===== config.mk =====
export PLATFORM = sky130hd
export DESIGN_NAME = xor_table_byte_scrambler_core
export DESIGN_NICKNAME = d
export VERILOG_FILES = /design/src/rtl/core/xtbs_pkg.sv /design/src/rtl/core/xor_table_byte_scrambler_core.sv /design/src/rtl/core/xtbs_ram.sv
export SDC_FILE = /design/constraint.sdc
export NUM_CORES = 1
export LEC_CHECK = 0
export BUFFER_PORTS_ARGS = -buffer_cell sky130_fd_sc_hd__buf_2
export CAP_MARGIN = 20
export CORE_MARGIN = 2
export CORE_UTILIZATION = 30
export DETAILED_ROUTE_END_ITERATION = 16
export SLEW_MARGIN = 20
export SYNTH_ARGS = -nofsm -noshare
export SYNTH_HDL_FRONTEND = slang
export SYNTH_HIERARCHICAL = 1
export SYNTH_SLANG_ARGS = --single-unit

===== constraint.sdc =====
create_clock -name aclk -period 7.6 [get_ports aclk]
set_clock_uncertainty 0.1 [all_clocks]
set_input_delay 0.76 -clock aclk [delete_from_list [all_inputs] [get_ports aclk]]
set_output_delay 0.76 -clock aclk [all_outputs]
set_load 0.02 [all_outputs]

===== src/rtl/core/xtbs_pkg.sv =====
// Shared types, codes, key table and helper functions of the XOR-table byte scrambler.
`default_nettype none

package xtbs_pkg;

    // Key table geometry
    localparam int KEY_LENGTH = 77;
    localparam int KEY_IDX_W  = $clog2(KEY_LENGTH);

    // Result status codes
    localparam logic [1:0] STATUS_OK       = 2'd0;
    localparam logic [1:0] STATUS_ODD      = 2'd1;
    localparam logic [1:0] STATUS_BAD_HEX  = 2'd2;
    localparam logic [1:0] STATUS_OVERFLOW = 2'd3;

    // Register indexes on the configuration port
    localparam logic REG_DIRECTION = 1'b0;

    // Direction codes
    localparam logic DIR_SCRAMBLE   = 1'b0;
    localparam logic DIR_UNSCRAMBLE = 1'b1;

    // Controller states
    typedef enum logic [1:0] {
        ST_LOAD,
        ST_EMIT,
        ST_ERROR
    } state_t;

    // Fixed key table
    localparam logic [7:0] KEY_ROM [KEY_LENGTH] = '{
        8'd45, 8'd79, 8'd68, 8'd73, 8'd70, 8'd73, 8'd69, 8'd68, 8'd38, 8'd87, 8'd48,
        8'd82, 8'd79, 8'd80, 8'd69, 8'd82, 8'd84, 8'd89, 8'd51, 8'd72, 8'd69, 8'd69,
        8'd84, 8'd55, 8'd73, 8'd84, 8'd72, 8'd47, 8'd43, 8'd52, 8'd72, 8'd69, 8'd51,
        8'd72, 8'd69, 8'd69, 8'd84, 8'd41, 8'd36, 8'd51, 8'd63, 8'd44, 8'd36, 8'd33,
        8'd48, 8'd63, 8'd33, 8'd53, 8'd63, 8'd48, 8'd50, 8'd47, 8'd48, 8'd37, 8'd50,
        8'd52, 8'd41, 8'd37, 8'd51, 8'd46, 8'd53, 8'd44, 8'd44, 8'd16, 8'd38, 8'd55,
        8'd63, 8'd55, 8'd48, 8'd63, 8'd47, 8'd34, 8'd42, 8'd37, 8'd35, 8'd52, 8'd51
    };

    // Decode an ASCII hex character; bit 4 set marks an invalid character
    function automatic logic [4:0] hex_value(input logic [7:0] ch);
        logic [4:0] v;
        v = 5'h10;
        if (ch >= 8'd48 && ch <= 8'd57) begin
            v = 5'(ch - 8'd48);
        end else if (ch >= 8'd97 && ch <= 8'd102) begin
            v = 5'(ch - 8'd87);
        end else if (ch >= 8'd65 && ch <= 8'd70) begin
            v = 5'(ch - 8'd55);
        end
        return v;
    endfunction

    // Encode a nibble as a lowercase ASCII hex digit
    function automatic logic [7:0] hex_digit(input logic [3:0] n);
        logic [7:0] d;
        d = (n < 4'd10) ? (8'd48 + {4'h0, n}) : (8'd87 + {4'h0, n});
        return d;
    endfunction

    // Translate one byte against the key entry at the given index
    function automatic logic [7:0] translate(input logic [7:0] c,
                                             input logic [KEY_IDX_W-1:0] idx);
        logic [7:0] cm;
        logic [7:0] v;
        cm = (c == 8'hFF) ? 8'h00 : c;
        v  = cm ^ KEY_ROM[idx];
        return (v == 8'h00) ? 8'hFF : v;
    endfunction

endpackage

`default_nettype wire


===== src/rtl/core/xor_table_byte_scrambler_core.sv =====
// Top level of the XOR-table byte scrambler: message buffer, emission pipeline, config port.
//
// Usage: set direction over the APB port while idle (0 scrambles bytes into hex pairs,
// 1 unscrambles hex text into bytes); a write also discards any partial message.
// Stream a message into the s_ channel one transaction per cycle, s_tlast on its final
// item. Bytes (or completed hex pairs) are written into a buffer of MAX_BYTES entries.
// After the final item the block walks the buffer one entry per cycle while the receiver
// keeps up, last stored byte first, and emits one m_ transaction per byte, m_tlast on the
// final one. An odd hex length, a bad hex character or a message longer than the buffer
// yields a single transaction carrying the status in m_tuser instead.
// After the edge that accepts the final input item, each result passes the read stage, then
// the output register, before m_tvalid rises. Throughput: one input item per cycle while
// loading, then one result per cycle while emitting and the receiver keeps up, set by the
// single read port of the buffer; s_tready stays low until the last buffer read (or the
// error result) of the message has issued. A stalled receiver freezes the read pipeline and
// the buffer read data in place; nothing is lost. Reset clears the direction, the partial
// message and all valid bits; the buffer contents are not cleared and need no clearing pass.
`default_nettype none

module xor_table_byte_scrambler_core #(
    parameter int MAX_BYTES = 64
) (
    input  wire logic        aclk,
    input  wire logic        aresetn,
    // Input stream
    input  wire logic        s_tvalid,
    output      logic        s_tready,
    input  wire logic [7:0]  s_tdata,   // [7:0] in_byte
    input  wire logic        s_tlast,   // last_in
    // Result stream
    output      logic        m_tvalid,
    input  wire logic        m_tready,
    output      logic [23:0] m_tdata,   // [15:0] hex_pair, [23:16] data_byte
    output      logic [1:0]  m_tuser,   // [1:0] status
    output      logic        m_tlast,   // last_out
    // Configuration port
    input  wire logic        psel,
    input  wire logic        penable,
    input  wire logic        pwrite,
    input  wire logic [2:0]  paddr,
    input  wire logic [31:0] pwdata,
    output      logic [31:0] prdata,
    output      logic        pready
);

    localparam int AW = (MAX_BYTES > 1) ? $clog2(MAX_BYTES) : 1;
    localparam int CW = $clog2(MAX_BYTES + 1);

    // Control registers
    xtbs_pkg::state_t state_reg, state_next;
    logic          direction_reg, direction_next;
    logic [CW-1:0] fill_count_reg, fill_count_next;
    logic [3:0]    high_nibble_reg, high_nibble_next;
    logic          nibble_phase_reg, nibble_phase_next;
    logic [1:0]    error_code_reg, error_code_next;
    logic [1:0]    err_status_reg, err_status_next;
    logic [AW-1:0] rev_reg, rev_next;
    logic [AW-1:0] k_reg, k_next;

    // Read stage (data sits in the RAM output register)
    logic          s1_valid_reg, s1_valid_next;
    logic          s1_err_reg, s1_err_next;
    logic [1:0]    s1_status_reg, s1_status_next;
    logic [AW-1:0] s1_key_idx_reg, s1_key_idx_next;
    logic          s1_last_reg, s1_last_next;

    // Output register
    logic          out_valid_reg, out_valid_next;
    logic [23:0]   out_data_reg, out_data_next;
    logic [1:0]    out_user_reg, out_user_next;
    logic          out_last_reg, out_last_next;

    // RAM ports
    logic          ram_wr_en;
    logic [AW-1:0] ram_wr_addr;
    logic [7:0]    ram_wr_data;
    logic          ram_rd_en;
    logic [AW-1:0] ram_rd_addr;
    logic [7:0]    ram_rd_data;

    // Handshake and pipeline flow
    logic          in_accept;
    logic          cfg_write;
    logic          out_free;
    logic          s1_adv;
    logic          s1_free;
    logic          issue_rd;
    logic          issue_err;

    // Load-side helpers
    logic [4:0]    hex_val;
    logic [3:0]    nib;
    logic          push_en;
    logic [7:0]    push_data;
    logic [1:0]    err_pre;
    logic [1:0]    final_status;

    // Translation of the read stage
    logic [7:0]    xlat;

    xtbs_ram #(
        .WIDTH (8),
        .DEPTH (MAX_BYTES)
    ) u_store (
        .aclk    (aclk),
        .wr_en   (ram_wr_en),
        .wr_addr (ram_wr_addr),
        .wr_data (ram_wr_data),
        .rd_en   (ram_rd_en),
        .rd_addr (ram_rd_addr),
        .rd_data (ram_rd_data)
    );

    // Handshakes
    assign s_tready  = (state_reg == xtbs_pkg::ST_LOAD);
    assign in_accept = s_tvalid && s_tready;
    assign pready    = 1'b1;
    assign cfg_write = psel && penable && pwrite && (paddr[2] == xtbs_pkg::REG_DIRECTION);
    assign prdata    = (paddr[2] == xtbs_pkg::REG_DIRECTION) ? {31'h0, direction_reg} : 32'h0;

    // Pipeline flow: output register, then read stage, then issue
    assign out_free  = !out_valid_reg || m_tready;
    assign s1_adv    = s1_valid_reg && out_free;
    assign s1_free   = !s1_valid_reg || s1_adv;
    assign issue_rd  = (state_reg == xtbs_pkg::ST_EMIT) && s1_free;
    assign issue_err = (state_reg == xtbs_pkg::ST_ERROR) && s1_free;

    assign ram_rd_en   = issue_rd;
    assign ram_rd_addr = rev_reg;

    // Translate the byte waiting in the read stage
    assign xlat = xtbs_pkg::translate(ram_rd_data,
                                      xtbs_pkg::KEY_IDX_W'(s1_key_idx_reg));

    // Next state and load path
    always_comb begin
        state_next        = state_reg;
        direction_next    = direction_reg;
        fill_count_next   = fill_count_reg;
        high_nibble_next  = high_nibble_reg;
        nibble_phase_next = nibble_phase_reg;
        error_code_next   = error_code_reg;
        err_status_next   = err_status_reg;
        rev_next          = rev_reg;
        k_next            = k_reg;

        hex_val      = xtbs_pkg::hex_value(s_tdata);
        nib          = hex_val[4] ? 4'h0 : hex_val[3:0];
        push_en      = 1'b0;
        push_data    = s_tdata;
        err_pre      = error_code_reg;
        final_status = xtbs_pkg::STATUS_OK;

        ram_wr_en   = 1'b0;
        ram_wr_addr = fill_count_reg[AW-1:0];
        ram_wr_data = push_data;

        unique case (state_reg)
            xtbs_pkg::ST_LOAD: begin
                if (in_accept) begin
                    // Form the byte to store
                    if (direction_reg == xtbs_pkg::DIR_SCRAMBLE) begin
                        push_en = 1'b1;
                    end else begin
                        if (hex_val[4]) begin
                            err_pre = xtbs_pkg::STATUS_BAD_HEX;
                        end
                        if (!nibble_phase_reg) begin
                            high_nibble_next  = nib;
                            nibble_phase_next = 1'b1;
                        end else begin
                            nibble_phase_next = 1'b0;
                            push_en           = 1'b1;
                            push_data         = {high_nibble_reg, nib};
                        end
                    end
                    error_code_next = err_pre;
                    ram_wr_data     = push_data;

                    // Store it, or flag overflow once
                    if (push_en) begin
                        if (fill_count_reg < CW'(MAX_BYTES)) begin
                            ram_wr_en       = 1'b1;
                            fill_count_next = fill_count_reg + CW'(1);
                        end else if (err_pre == xtbs_pkg::STATUS_OK) begin
                            error_code_next = xtbs_pkg::STATUS_OVERFLOW;
                        end
                    end

                    // End of message: pick error or emission
                    if (s_tlast) begin
                        final_status = error_code_next;
                        if (direction_reg == xtbs_pkg::DIR_UNSCRAMBLE && nibble_phase_next) begin
                            final_status = xtbs_pkg::STATUS_ODD;
                        end
                        if (final_status != xtbs_pkg::STATUS_OK) begin
                            err_status_next = final_status;
                            state_next      = xtbs_pkg::ST_ERROR;
                        end else if (fill_count_next != '0) begin
                            rev_next   = AW'(fill_count_next - CW'(1));
                            k_next     = '0;
                            state_next = xtbs_pkg::ST_EMIT;
                        end
                        fill_count_next   = '0;
                        high_nibble_next  = 4'h0;
                        nibble_phase_next = 1'b0;
                        error_code_next   = xtbs_pkg::STATUS_OK;
                    end
                end
            end
            xtbs_pkg::ST_EMIT: begin
                // Walk the buffer from the last stored byte down
                if (issue_rd) begin
                    rev_next = rev_reg - AW'(1);
                    k_next   = k_reg + AW'(1);
                    if (rev_reg == '0) begin
                        state_next = xtbs_pkg::ST_LOAD;
                    end
                end
            end
            xtbs_pkg::ST_ERROR: begin
                if (issue_err) begin
                    state_next = xtbs_pkg::ST_LOAD;
                end
            end
            default: begin
                state_next = xtbs_pkg::ST_LOAD;
            end
        endcase

        // Direction write drops the partial message
        if (cfg_write) begin
            direction_next    = pwdata[0];
            fill_count_next   = '0;
            high_nibble_next  = 4'h0;
            nibble_phase_next = 1'b0;
            error_code_next   = xtbs_pkg::STATUS_OK;
        end
    end

    // Read stage and output register
    always_comb begin
        s1_valid_next   = s1_valid_reg;
        s1_err_next     = s1_err_reg;
        s1_status_next  = s1_status_reg;
        s1_key_idx_next = s1_key_idx_reg;
        s1_last_next    = s1_last_reg;

        if (issue_rd) begin
            s1_valid_next   = 1'b1;
            s1_err_next     = 1'b0;
            s1_status_next  = xtbs_pkg::STATUS_OK;
            s1_key_idx_next = (direction_reg == xtbs_pkg::DIR_SCRAMBLE) ? rev_reg : k_reg;
            s1_last_next    = (rev_reg == '0);
        end else if (issue_err) begin
            s1_valid_next   = 1'b1;
            s1_err_next     = 1'b1;
            s1_status_next  = err_status_reg;
            s1_last_next    = 1'b1;
        end else if (s1_adv) begin
            s1_valid_next = 1'b0;
        end

        out_valid_next = out_valid_reg;
        out_data_next  = out_data_reg;
        out_user_next  = out_user_reg;
        out_last_next  = out_last_reg;

        if (s1_adv) begin
            out_valid_next = 1'b1;
            out_user_next  = s1_status_reg;
            out_last_next  = s1_last_reg;
            if (s1_err_reg) begin
                out_data_next = 24'h0;
            end else if (direction_reg == xtbs_pkg::DIR_SCRAMBLE) begin
                out_data_next = {8'h00, xtbs_pkg::hex_digit(xlat[7:4]),
                                 xtbs_pkg::hex_digit(xlat[3:0])};
            end else begin
                out_data_next = {xlat, 16'h0000};
            end
        end else if (m_tready) begin
            out_valid_next = 1'b0;
        end
    end

    // Control registers
    always_ff @(posedge aclk) begin
        if (!aresetn) begin
            state_reg        <= xtbs_pkg::ST_LOAD;
            direction_reg    <= xtbs_pkg::DIR_SCRAMBLE;
            fill_count_reg   <= '0;
            high_nibble_reg  <= 4'h0;
            nibble_phase_reg <= 1'b0;
            error_code_reg   <= xtbs_pkg::STATUS_OK;
            s1_valid_reg     <= 1'b0;
            out_valid_reg    <= 1'b0;
        end else begin
            state_reg        <= state_next;
            direction_reg    <= direction_next;
            fill_count_reg   <= fill_count_next;
            high_nibble_reg  <= high_nibble_next;
            nibble_phase_reg <= nibble_phase_next;
            error_code_reg   <= error_code_next;
            s1_valid_reg     <= s1_valid_next;
            out_valid_reg    <= out_valid_next;
        end
    end

    // Payload registers
    always_ff @(posedge aclk) begin
        err_status_reg <= err_status_next;
        rev_reg        <= rev_next;
        k_reg          <= k_next;
        s1_err_reg     <= s1_err_next;
        s1_status_reg  <= s1_status_next;
        s1_key_idx_reg <= s1_key_idx_next;
        s1_last_reg    <= s1_last_next;
        out_data_reg   <= out_data_next;
        out_user_reg   <= out_user_next;
        out_last_reg   <= out_last_next;
    end

    assign m_tvalid = out_valid_reg;
    assign m_tdata  = out_data_reg;
    assign m_tuser  = out_user_reg;
    assign m_tlast  = out_last_reg;

    // A stalled read stage keeps its valid bit and its buffer data
    assert property (@(posedge aclk) disable iff (!aresetn)
        s1_valid_reg && !s1_adv |=> s1_valid_reg && $stable(ram_rd_data))
        else $error("read stage lost data under stall");

    // Error results always close the message
    assert property (@(posedge aclk) disable iff (!aresetn)
        m_tvalid && (m_tuser != xtbs_pkg::STATUS_OK) |-> m_tlast)
        else $error("error result without last flag");

    // Buffer is never written while it is being walked
    assert property (@(posedge aclk) disable iff (!aresetn)
        (state_reg != xtbs_pkg::ST_LOAD) |-> !ram_wr_en)
        else $error("buffer write during emission");

    // Fill count never passes the buffer depth
    assert property (@(posedge aclk) disable iff (!aresetn)
        fill_count_reg <= CW'(MAX_BYTES))
        else $error("fill count beyond buffer depth");

endmodule

`default_nettype wire


===== src/rtl/core/xtbs_ram.sv =====
// Generic single-write, single-read synchronous RAM with registered read data.
`default_nettype none

module xtbs_ram #(
    parameter int WIDTH = 8,
    parameter int DEPTH = 64
) (
    input  wire logic                                   aclk,
    input  wire logic                                   wr_en,
    input  wire logic [(DEPTH > 1 ? $clog2(DEPTH) : 1)-1:0] wr_addr,
    input  wire logic [WIDTH-1:0]                       wr_data,
    input  wire logic                                   rd_en,
    input  wire logic [(DEPTH > 1 ? $clog2(DEPTH) : 1)-1:0] rd_addr,
    output      logic [WIDTH-1:0]                       rd_data
);

    logic [WIDTH-1:0] mem [DEPTH];

    // Write port
    always_ff @(posedge aclk) begin
        if (wr_en) begin
            mem[wr_addr] <= wr_data;
        end
    end

    // Registered read; hold the data while no read is issued
    always_ff @(posedge aclk) begin
        if (rd_en) begin
            rd_data <= mem[rd_addr];
        end
    end

endmodule

`default_nettype wire


# Word-level counts from Yosys, hierarchy flattened
# Memories as Yosys holds them, arrays and structs flattened. A register that Yosys moved wholly into a read port is not among the register bits.
# Index checks and enable logic that the tools add are counted.
[op_classes]
n_eq_ne = 12
magnitude_cmp = 10
n_reduce_logical = 34
add_sub_neg = 11
bitwise_logic = 5
mux = 78
[ops]
columns = ["op", "n"]
rows = [
  ["$mux W8", 10],
  ["$mux W6", 11],
  ["$mux W2", 19],
  ["$mux W7", 5],
  ["$pmux W6 S2", 2],
  ["$mux W1", 23],
  ["$add A7 B4 Y8 const A", 2],
  ["$ge A8 B7 Y1 const B", 2],
  ["$le A8 B7 Y1 const B", 2],
  ["$mux W4", 4],
  ["$mux W5", 3],
  ["$sub A5 B5 Y5 const B", 3],
  ["$add A6 B4 Y7 const A", 2],
  ["$reduce_and A6 Y1", 2],
  ["$sub A6 B1 Y6 const B", 2],
  ["$logic_and A1 B1 Y1", 11],
  ["$reduce_bool A2 Y1", 5],
  ["$eq A8 B8 Y1 const B", 1],
  ["$ge A8 B6 Y1 const B", 1],
  ["$ge A8 B8 Y1 const B", 1],
  ["$le A8 B6 Y1 const B", 1],
  ["$logic_not A8 Y1", 1],
  ["$lt A4 B4 Y1 const B", 2],
  ["$ne A2 B1 Y1 const B", 4],
  ["other kinds (20)", 31],
]
[totals]
mem_bits_rw = 512
mem_count = 2
out_inout_bits = 62
mem_bits_ro = 1024
input_bits = 51
regBits = 70
word_cells = 171
[mem_list]
columns = ["name", "words", "width", "rd", "rd_clocked_by_memory_dff", "wr", "line", "text"]
rows = [
  ["(no name shown)", 128, 8, 1, 0, 0, "xtbs_pkg.sv:68", "v = cm ^ KEY_ROM[idx];"],
  ["u_store.mem", 64, 8, 1, 1, 1, "xtbs_ram.sv:17", "logic [WIDTH-1:0] mem [DEPTH];"],
]

# Depth between registers and ports, before layout
# Gate-level depths: netlist of the first run.
[depth]
word_depth = 22
depth_mapped = 14
ltp_nobuf = 13

# Modules after synthesis
# Netlist of the first run, hierarchy kept.
[modules_own_cells]
columns = ["module", "seq_area_each_um2", "area_per_inst_um2", "instances", "cells_each"]
rows = [
  ["xtbs_ram", 15615.0, 20246.9, 1, 940],
  ["xor_table_byte_scrambler_core", 1821.7, 4904.7, 1, 523],
]

# Worst setup path after synthesis of the first run
# No wires, ideal clock.
[synth_path]
path_type = "reg2reg"
start = "register state_reg[0]"
end = "memory u_store.mem[0][0] (data pin)"
path_slack_ps = 2900
t_arrival_ps = 3897
period_less_slack_ps = 4700
setup_time_ps = 702
stages_incl_launch_ff = 7
n_path_buf = 2
required_ps = 6798
path_cell_list = "dfxtp_1 -> clkbuf_1 -> nor2_1 -> and2_1 -> and3_1 -> clkbuf_1 -> o21ai_0"
[synth_between]
elab_chain_len = 4
[synth_rtl]
columns = ["item", "line", "text"]
rows = [
  ["from (decl)", "xor_table_byte_scrambler_core.sv:50", "xtbs_pkg::state_t state_reg, state_next;"],
  ["from (signal assigned)", "xor_table_byte_scrambler_core.sv:289", "state_reg <= xtbs_pkg::ST_LOAD;"],
  ["from (signal assigned)", "xor_table_byte_scrambler_core.sv:298", "state_reg <= state_next;"],
  ["$logic_not A2 Y1 (*)", "xor_table_byte_scrambler_core.sv:115", "assign s_tready = (state_reg == xtbs_pkg::ST_LOAD);"],
  ["net s_tready", "xor_table_byte_scrambler_core.sv:27", "output logic s_tready,"],
  ["$logic_and A1 B1 Y1", "xor_table_byte_scrambler_core.sv:116", "assign in_accept = s_tvalid && s_tready;"],
  ["$mux W8", "xor_table_byte_scrambler_core.sv:160", "if (in_accept) begin"],
  ["$mux W8 (*)", "xor_table_byte_scrambler_core.sv:158", "unique case (state_reg)"],
  ["net ram_wr_data[0]", "xor_table_byte_scrambler_core.sv:76", "logic [7:0] ram_wr_data;"],
  ["to (decl)", "xtbs_ram.sv:17", ""],
]
# The timed path passes the listed nets; every way through them passes the cells marked *.

# Worst setup path after layout of the first run
[layout_path]
start = "register s1_key_idx_reg[0]"
end = "register out_data_reg[1] (netlist: m_tdata[1]) (data pin)"
[layout_between]
elab_chain_len = 9
elab_cells_between_ends = 11
classes_between = "2 x add/sub; 1 x order compare; 4 x mux; 2 x bitwise; 1 x reduce/logical; 1 x memory"
[layout_rtl]
columns = ["item", "line", "text"]
rows = [
  ["from (decl)", "xor_table_byte_scrambler_core.sv:64", "logic [AW-1:0] s1_key_idx_reg, s1_key_idx_next;"],
  ["from (signal assigned)", "xor_table_byte_scrambler_core.sv:316", "s1_key_idx_reg <= s1_key_idx_next;"],
  ["$not A6 Y8 (not written as such) (*)", "xtbs_pkg.sv:68", ""],
  ["$mem_v2 Z128 W8 (*)", "--", ""],
  ["$mux W8 (not written as such) (*) (2 in series)", "xtbs_pkg.sv:68", ""],
  ["$xor A8 B8 Y8 (*)", "xtbs_pkg.sv:68", ""],
  ["$logic_not A8 Y1", "xtbs_pkg.sv:69", "return (v == 8'h00) ? 8'hFF : v;"],
  ["$mux W8 (*)", "xtbs_pkg.sv:69", ""],
  ["$add A7 B4 Y8, or another cell as far along", "xtbs_pkg.sv:58", "d = (n < 4'd10) ? (8'd48 + {4'h0, n}) : (8'd87 + {4'h0, n});"],
  ["$mux W8 (*)", "xtbs_pkg.sv:58", ""],
  ["to (signal assigned)", "xor_table_byte_scrambler_core.sv:318", "out_data_reg <= out_data_next;"],
  ["to (decl)", "xor_table_byte_scrambler_core.sv:69", "logic [23:0] out_data_reg, out_data_next;"],
]
# Mark *: on every way between the ends. The rest lies on a longest branch, timed or not. The select of a mux whose other input is x is not followed.
# A chain may end at the register's enable or synchronous reset.

==> impl_metrics.toml, run 1 <==
[sta]
hold_viol = 0
finalSetupViolCount = 0
whs_ns = 0.303
max_slew.worst_pin.slew_ns = 1.05
relSlewSlack = 0.302
slew_viol_final = 0
fin_crit_ns = 4.89
finalCritPeriodShare = 0.644
rsz0062_at_grt = "false"
fmax_mhz = 204
finalSetupTns_ns = 0

[worst_hold_path]
min_path_type = "in -> reg"
holdPathEnd = "direction_reg"
holdPathStages = 3
hold_start = "pwdata[0]"

[detailed_routing]
drt_iter0_markers = 1063
wl_per_cell_um = 20.4
dr.pass1.iters = 5
vias_per_cell = 5.02
postRouteAntennaNets = 0
drt-total-wl_um = 53900
num_vias = 13200
route.detailed.drc = 0

[critical_path]
reg2reg_to = "m_tdata[1]"
setup.worst_path.start = "s1_key_idx_reg[0]"
r2r_setup_slack_ns = 2.71
critPathMaxFanout = 15
path_common_cell = "ha_1"
reg2reg_depth = 12
start_kind = "register"
crit_chain = "inv_1 -> ha_1 -> nor2_1 -> mux4_2 -> o32ai_1 -> o211ai_2 -> a2111oi_4 -> nand4_2 -> and2_1 -> ha_1 -> or3_1 -> a31oi_1"
slowest_stage = "edfxtp_1"
cp.required_ns = 7.96
worstPathArrival_ns = 5.25
max_stage_delay_ns = 0.64
endpoint_kind = "register"
reg2reg_from = "s1_key_idx_reg[0]"
critPathKind = "reg -> reg"

[grt]
grt_max_degree = 101
grt-ovfl-total = 0
antenna_found_initial = 1
grt_pass1_vias = 13100
grt_usage = 0.125
grt_pass1_wl_um = 81600

[synth]
synth-seq-cells = 588
synth_edf_count = 566
synth_top_area_share = 0.676
yosysMostFrequentCell = "edfxtp_1"
synthCells = 1463
ys_types = 83
ys.flop_type = "edfxtp_1"
synth_area_per_cell_um2 = 17.2
ys_seq_area_frac = 0.693
synthArstFlopShare = 0
yosys-top-cells-area = "edfxtp_1 68%, mux4_2 12%, nor2_1 2.0%"
yosysTopAreaCell = "edfxtp_1"
yosys_warnings = 6
synth_common_cells = "566 x edfxtp_1, 134 x nor2_1, 129 x mux4_2, 65 x nand2_1, 51 x buf_4"
syn_area_mm2 = 0.0252

[clock_tree]
cts_sinks = 588
cts_buffers = 60
postCtsSetupBuffers = 0
post_cts.resized_instances = 0
root_buffer = "clkbuf_16"
clockBufferDepth = 3
clk_pin_slew_ns = 0.06
clk_latency_ns = 0.64
ctsHoldBuffers = 0
htree_levels = 2
cts_tree = "yes"

[final_layout]
nets = 1576
syn2layout_area_growth_pct = 12.2
final_layout_size_suffix_gt1_frac = 0.213
largest_register_ffs = 512
fillers = 7895
post-route-util = 0.339
top_register = "u_store/mem"

[power_and_ir_drop]
ir_drop_v = 0.000164
total_leakage_power_nw = 8.91
powerDensity_mw_per_mm2 = 259

[status]
outcome = "finished, final reports clean"

[floorplan]
die_w_um = 294
initial_core_util = 0.302
die_h_um = 294
rows = 106
coreArea_mm2 = 0.0833
num_io_pins = 113
dieArea_mm2 = 0.0862

[placed_design]
gp_congestion = 0.794
numPortBuffers = 45
hpwl_um = 32500

[run]
maxCapViolCount = 0
## critical path: cells and delay by family (launching register included)
kind                     cells  cell delay [ns]
buffers and inverters        1             0.18
AO/OA/AOI/OAI                4             1.11
AND/OR/NAND/NOR              4             1.38
multiplexers                 1             0.52
adder cells (fa/ha/maj)      2             0.79
flip-flops                   1             0.64
## cell type report
type | count | area (µm²) | share of cell area
sequential | 588 | 17400 | 0.618
multi-input combinational | 782 | 7080 | 0.251
clock buffer | 77 | 1590 | 0.0562
tap | 1080 | 1350 | 0.0479
timing repair buffer | 62 | 390 | 0.0138
clock inverter | 34 | 328 | 0.0116
inverter | 14 | 53.8 | 0.00191
antenna | 1 | 2.50 | 0.0000886
## routing by layer
| layer | track usage | routed length, µm |
|---|---|---|
| met5 | 0 | 0 |
| met4 | 0.0394 | 1160 |
| met3 | 0.0215 | 3250 |
| met2 | 0.203 | 25900 |
| met1 | 0.170 | 23600 |
## cells in the final DEF (no fill, tap or decap), types with 14 or more instances in the layout
cell       count
nor2b_1       27
mux2i_1       31
mux4_2       129
buf_4         14
nor2_1       134
nand2b_1      20
clkbuf_16     60
nand3_1       20
dfxtp_1       22
o21ai_0       18
buf_2         45
clkbuf_1      15
edfxtp_1     566
ha_1          17
a21oi_1       25
conb_1        34
mux2_2        28
nand2_1       65
nor3_1        15
## logic make-up (layout without fill, tap and decap cells)
logic type | after synthesis | count (layout) | synth area share
buffers and inverters | 125 | 187 | 0.0311
and+or+nand+nor | 348 | 348 | 0.0673
AOI/OAI and AO/OA | 171 | 171 | 0.0509
DFF | 588 | 588 | 0.693
muxes | 188 | 188 | 0.140
other | 2 | 35 | 0.000299
adders and majority gates | 17 | 17 | 0.00846
xor gates and xnor gates | 24 | 24 | 0.00836
## worst max-delay path by stage
stage | slack [ns] | to | cells after the start
floorplan | 2.90 | u_store/mem[0][0] | 6
global placement | 2.81 | m_tdata[1] | 12
detailed placement | 2.76 | m_tdata[1] | 12
CTS | 2.76 | m_tdata[1] | 12
global route | 2.46 | m_tdata[1] | 12
finish | 2.71 | m_tdata[1] | 12
## where the power goes
part | internal [mW] | switching, mW
sequential | 3.60 | 0.0458
combinational | 0.329 | 0.482
clock | 1.64 | 1.21
## stage by stage
step / power, mW / area (µm²) / setup slack (ns) / instances
floorplan: 4.31 / 25300 / 2.90 / 1495
CTS: 7.37 / 28200 / 2.76 / 2637
global placement: 4.51 / 26300 / 2.81 / 2526
finish: 7.30 / 28200 / 2.71 / 2638
detailed placement: 4.53 / 26300 / 2.76 / 2526
global route: 7.58 / 28200 / 2.46 / 2638
Power figures use the tool's default switching activity.
==> run 2: changes to the inputs <==
==> constraint.sdc (replaced) <==
create_clock -name aclk -period 4 [get_ports aclk]
set_clock_uncertainty 0.1 [all_clocks]
set_input_delay 0.4 -clock aclk [delete_from_list [all_inputs] [get_ports aclk]]
set_output_delay 0.4 -clock aclk [all_outputs]
set_load 0.02 [all_outputs]
==> run 2 against run 1 <==
Sequential power is 90% higher. Largest power group unchanged. Via count is 2.8% higher. Sequential share of layout area is 1.8 points lower. Clock power is 99% higher. Count of clock-buffer cells in the layout is 9 lower. Power is 94% higher. Final area is 3.1% higher.
==> impl_metrics.toml, run 2 (synthesized netlist as in run 1, its figures left out) <==
[status]
outcome = "finished, final reports clean"

[sta]
slew_viol_final = 0
fmax_mhz = 267
max_slew.worst_pin.slew_ns = 0.910
finalCritPeriodShare = 0.938
fin_crit_ns = 3.75
relSlewSlack = 0.394
rsz0062_at_grt = "false"
hold_viol = 0
finalSetupTns_ns = 0
finalSetupViolCount = 0

[critical_path]
reg2reg_from = "s1_key_idx_reg[0]"
critPathKind = "reg -> reg"
cp.required_ns = 4.35
endpoint_kind = "register"
worstPathArrival_ns = 4.10
reg2reg_depth = 11
start_kind = "register"
setup.worst_path.start = "s1_key_idx_reg[0]"
crit_end = "m_tdata[1]"
path_buf_inv = 1
critPathMaxFanout = 12
crit_family = "compound AO/OA/AOI/OAI gates"
r2r_setup_slack_ns = 0.25
path_depth = 11
max_stage_delay_ns = 0.48
slowest_stage = "mux4_2"
crit_chain = "buf_4 -> ha_1 -> mux4_2 -> nor2b_1 -> a311oi_1 -> a21oi_1 -> xnor2_1 -> a31oi_1 -> ha_1 -> or3_1 -> a31oi_1"
reg2reg_to = "m_tdata[1]"

[floorplan]
initial_core_util = 0.302
die_h_um = 294
die_w_um = 294
rows = 106
dieArea_mm2 = 0.0862
coreArea_mm2 = 0.0833
num_io_pins = 113

[grt]
grt_usage = 0.127
grt-ovfl-total = 0
grt_pass1_vias = 13700
grt_pass1_wl_um = 83600
antenna_found_initial = 2
grt_max_degree = 65

[clock_tree]
htree_levels = 2
root_buffer = "clkbuf_16"
clk_pin_slew_ns = 0.06
cts_sinks = 588
cts_tree = "yes"
clockBufferDepth = 3
cts_buffers = 60
clk_latency_ns = 0.63

[final_layout]
multi_input_area_mm2 = 0.00712
final_layout_size_suffix_gt1_frac = 0.257
largest_register_ffs = 512
final_cells = 2724
syn2layout_area_growth_pct = 15.7
antenna_cells = 0
nets = 1660
final_common_cell = "edfxtp_1"
regArea_mm2 = 0.0174
most-common-layout-cells = "566 x edfxtp_1, 134 x nor2_1, 129 x mux4_2, 86 x buf_4, 65 x nand2_1"
top_register = "u_store/mem"
fillers = 7797

[worst_hold_path]
min_path_type = "in -> reg"

[placed_design]
numPortBuffers = 45
hpwl_um = 34800
placed_cells = 2605
gp_congestion = 0.850

[detailed_routing]
drt-total-wl_um = 54900
postRouteAntennaNets = 0
route.detailed.drc = 0
vias_per_cell = 4.99
wl_per_cell_um = 20.1
dr.pass1.iters = 5
num_vias = 13600
drt_iter0_markers = 892

[power_and_ir_drop]
ir_drop_v = 0.000335
total_leakage_power_nw = 9.45
powerDensity_mw_per_mm2 = 488
power_mw = 14.2

[run]
maxCapViolCount = 0
==> run 2: changes by cell type in the layout (fill, tap and decap cells not counted), sizes merged, moves of 2 or more <==
cell,delta
buf,+80
bufinv,+3
dlygate4sd3,+3
clkinv,+6
clkbuf,-8
clkinvlp,+2
==> run 2: where the power goes <==
group | internal, mW | switching, mW | leakage, nW | total, mW
combinational | 0.682 | 0.939 | 3.19 | 1.62
sequential | 6.83 | 0.0775 | 5.29 | 6.91
clock | 3.31 | 2.34 | 0.977 | 5.66
total | 10.8 | 3.36 | 9.45 | 14.2
==> run 2: tightest hold or removal path: stages <==
cell and delay, ns:
buf_2 0.07, nor2b_1 0.08, o21a_1 0.18
==> run 2: worst min path at each step <==
stage | endpoint | cells past startpoint | start | slack (ns)
4_1_cts | m_tvalid | 3 | m_tready | 0.01
6_report | m_tvalid | 3 | m_tready | 0.07
2_1_floorplan | m_tlast | 0 | s1_last_reg | 0.30
3_3_place_gp | m_tlast | 0 | s1_last_reg | 0.31
5_1_grt | m_tvalid | 3 | m_tready | 0.07
3_5_place_dp | m_tlast | 0 | s1_last_reg | 0.33
==> run 2: repair_timing <==
| action | in CTS | in global routing |
|---|---|---|
| hold buffers | 3 | 0 |
| endpoints found under the setup margin | 0 | 4 |
| endpoints found under the hold margin | 5 | 0 |
| gates resized for setup | 0 | 3 |
| setup buffers | 0 | 2 |
==> run 2: cell type report <==
| cell class | count | share of cell area |
|---|---|---|
| inverters | 14 | 0.00185 |
| multi-input cells | 782 | 0.245 |
| repair buffers | 146 | 0.0388 |
| clock inverters | 46 | 0.0159 |
| flip-flops and latches | 588 | 0.599 |
| well taps | 1080 | 0.0464 |
| clock buffers | 68 | 0.0534 |
==> run 2: per-layer routing <==
layer  part of all wire  vias to the layer above  GRT usage  wire, µm
met5            0.00042                        -          0        23
met4              0.027                        4     0.0458      1490
met3              0.051                       94     0.0206      2770
met2               0.49                      407      0.211     26900
met1               0.43                     7044      0.168     23700
li1                   -                     6057          -         -
==> run 2: stage by stage <==
stage | utilization | setup slack [ns] | hold slack [ns] | area, µm²
after floorplan | - | -0.700 | 0.300 | 25300
after CTS | 0.349 | 0.116 | 0.0141 | 29000
after detailed placement | 0.324 | 0.145 | 0.328 | 27000
after global routing | 0.349 | 0.0532 | 0.0703 | 29100
after global placement | 0.324 | 0.207 | 0.311 | 27000
final | 0.349 | 0.249 | 0.0655 | 29100
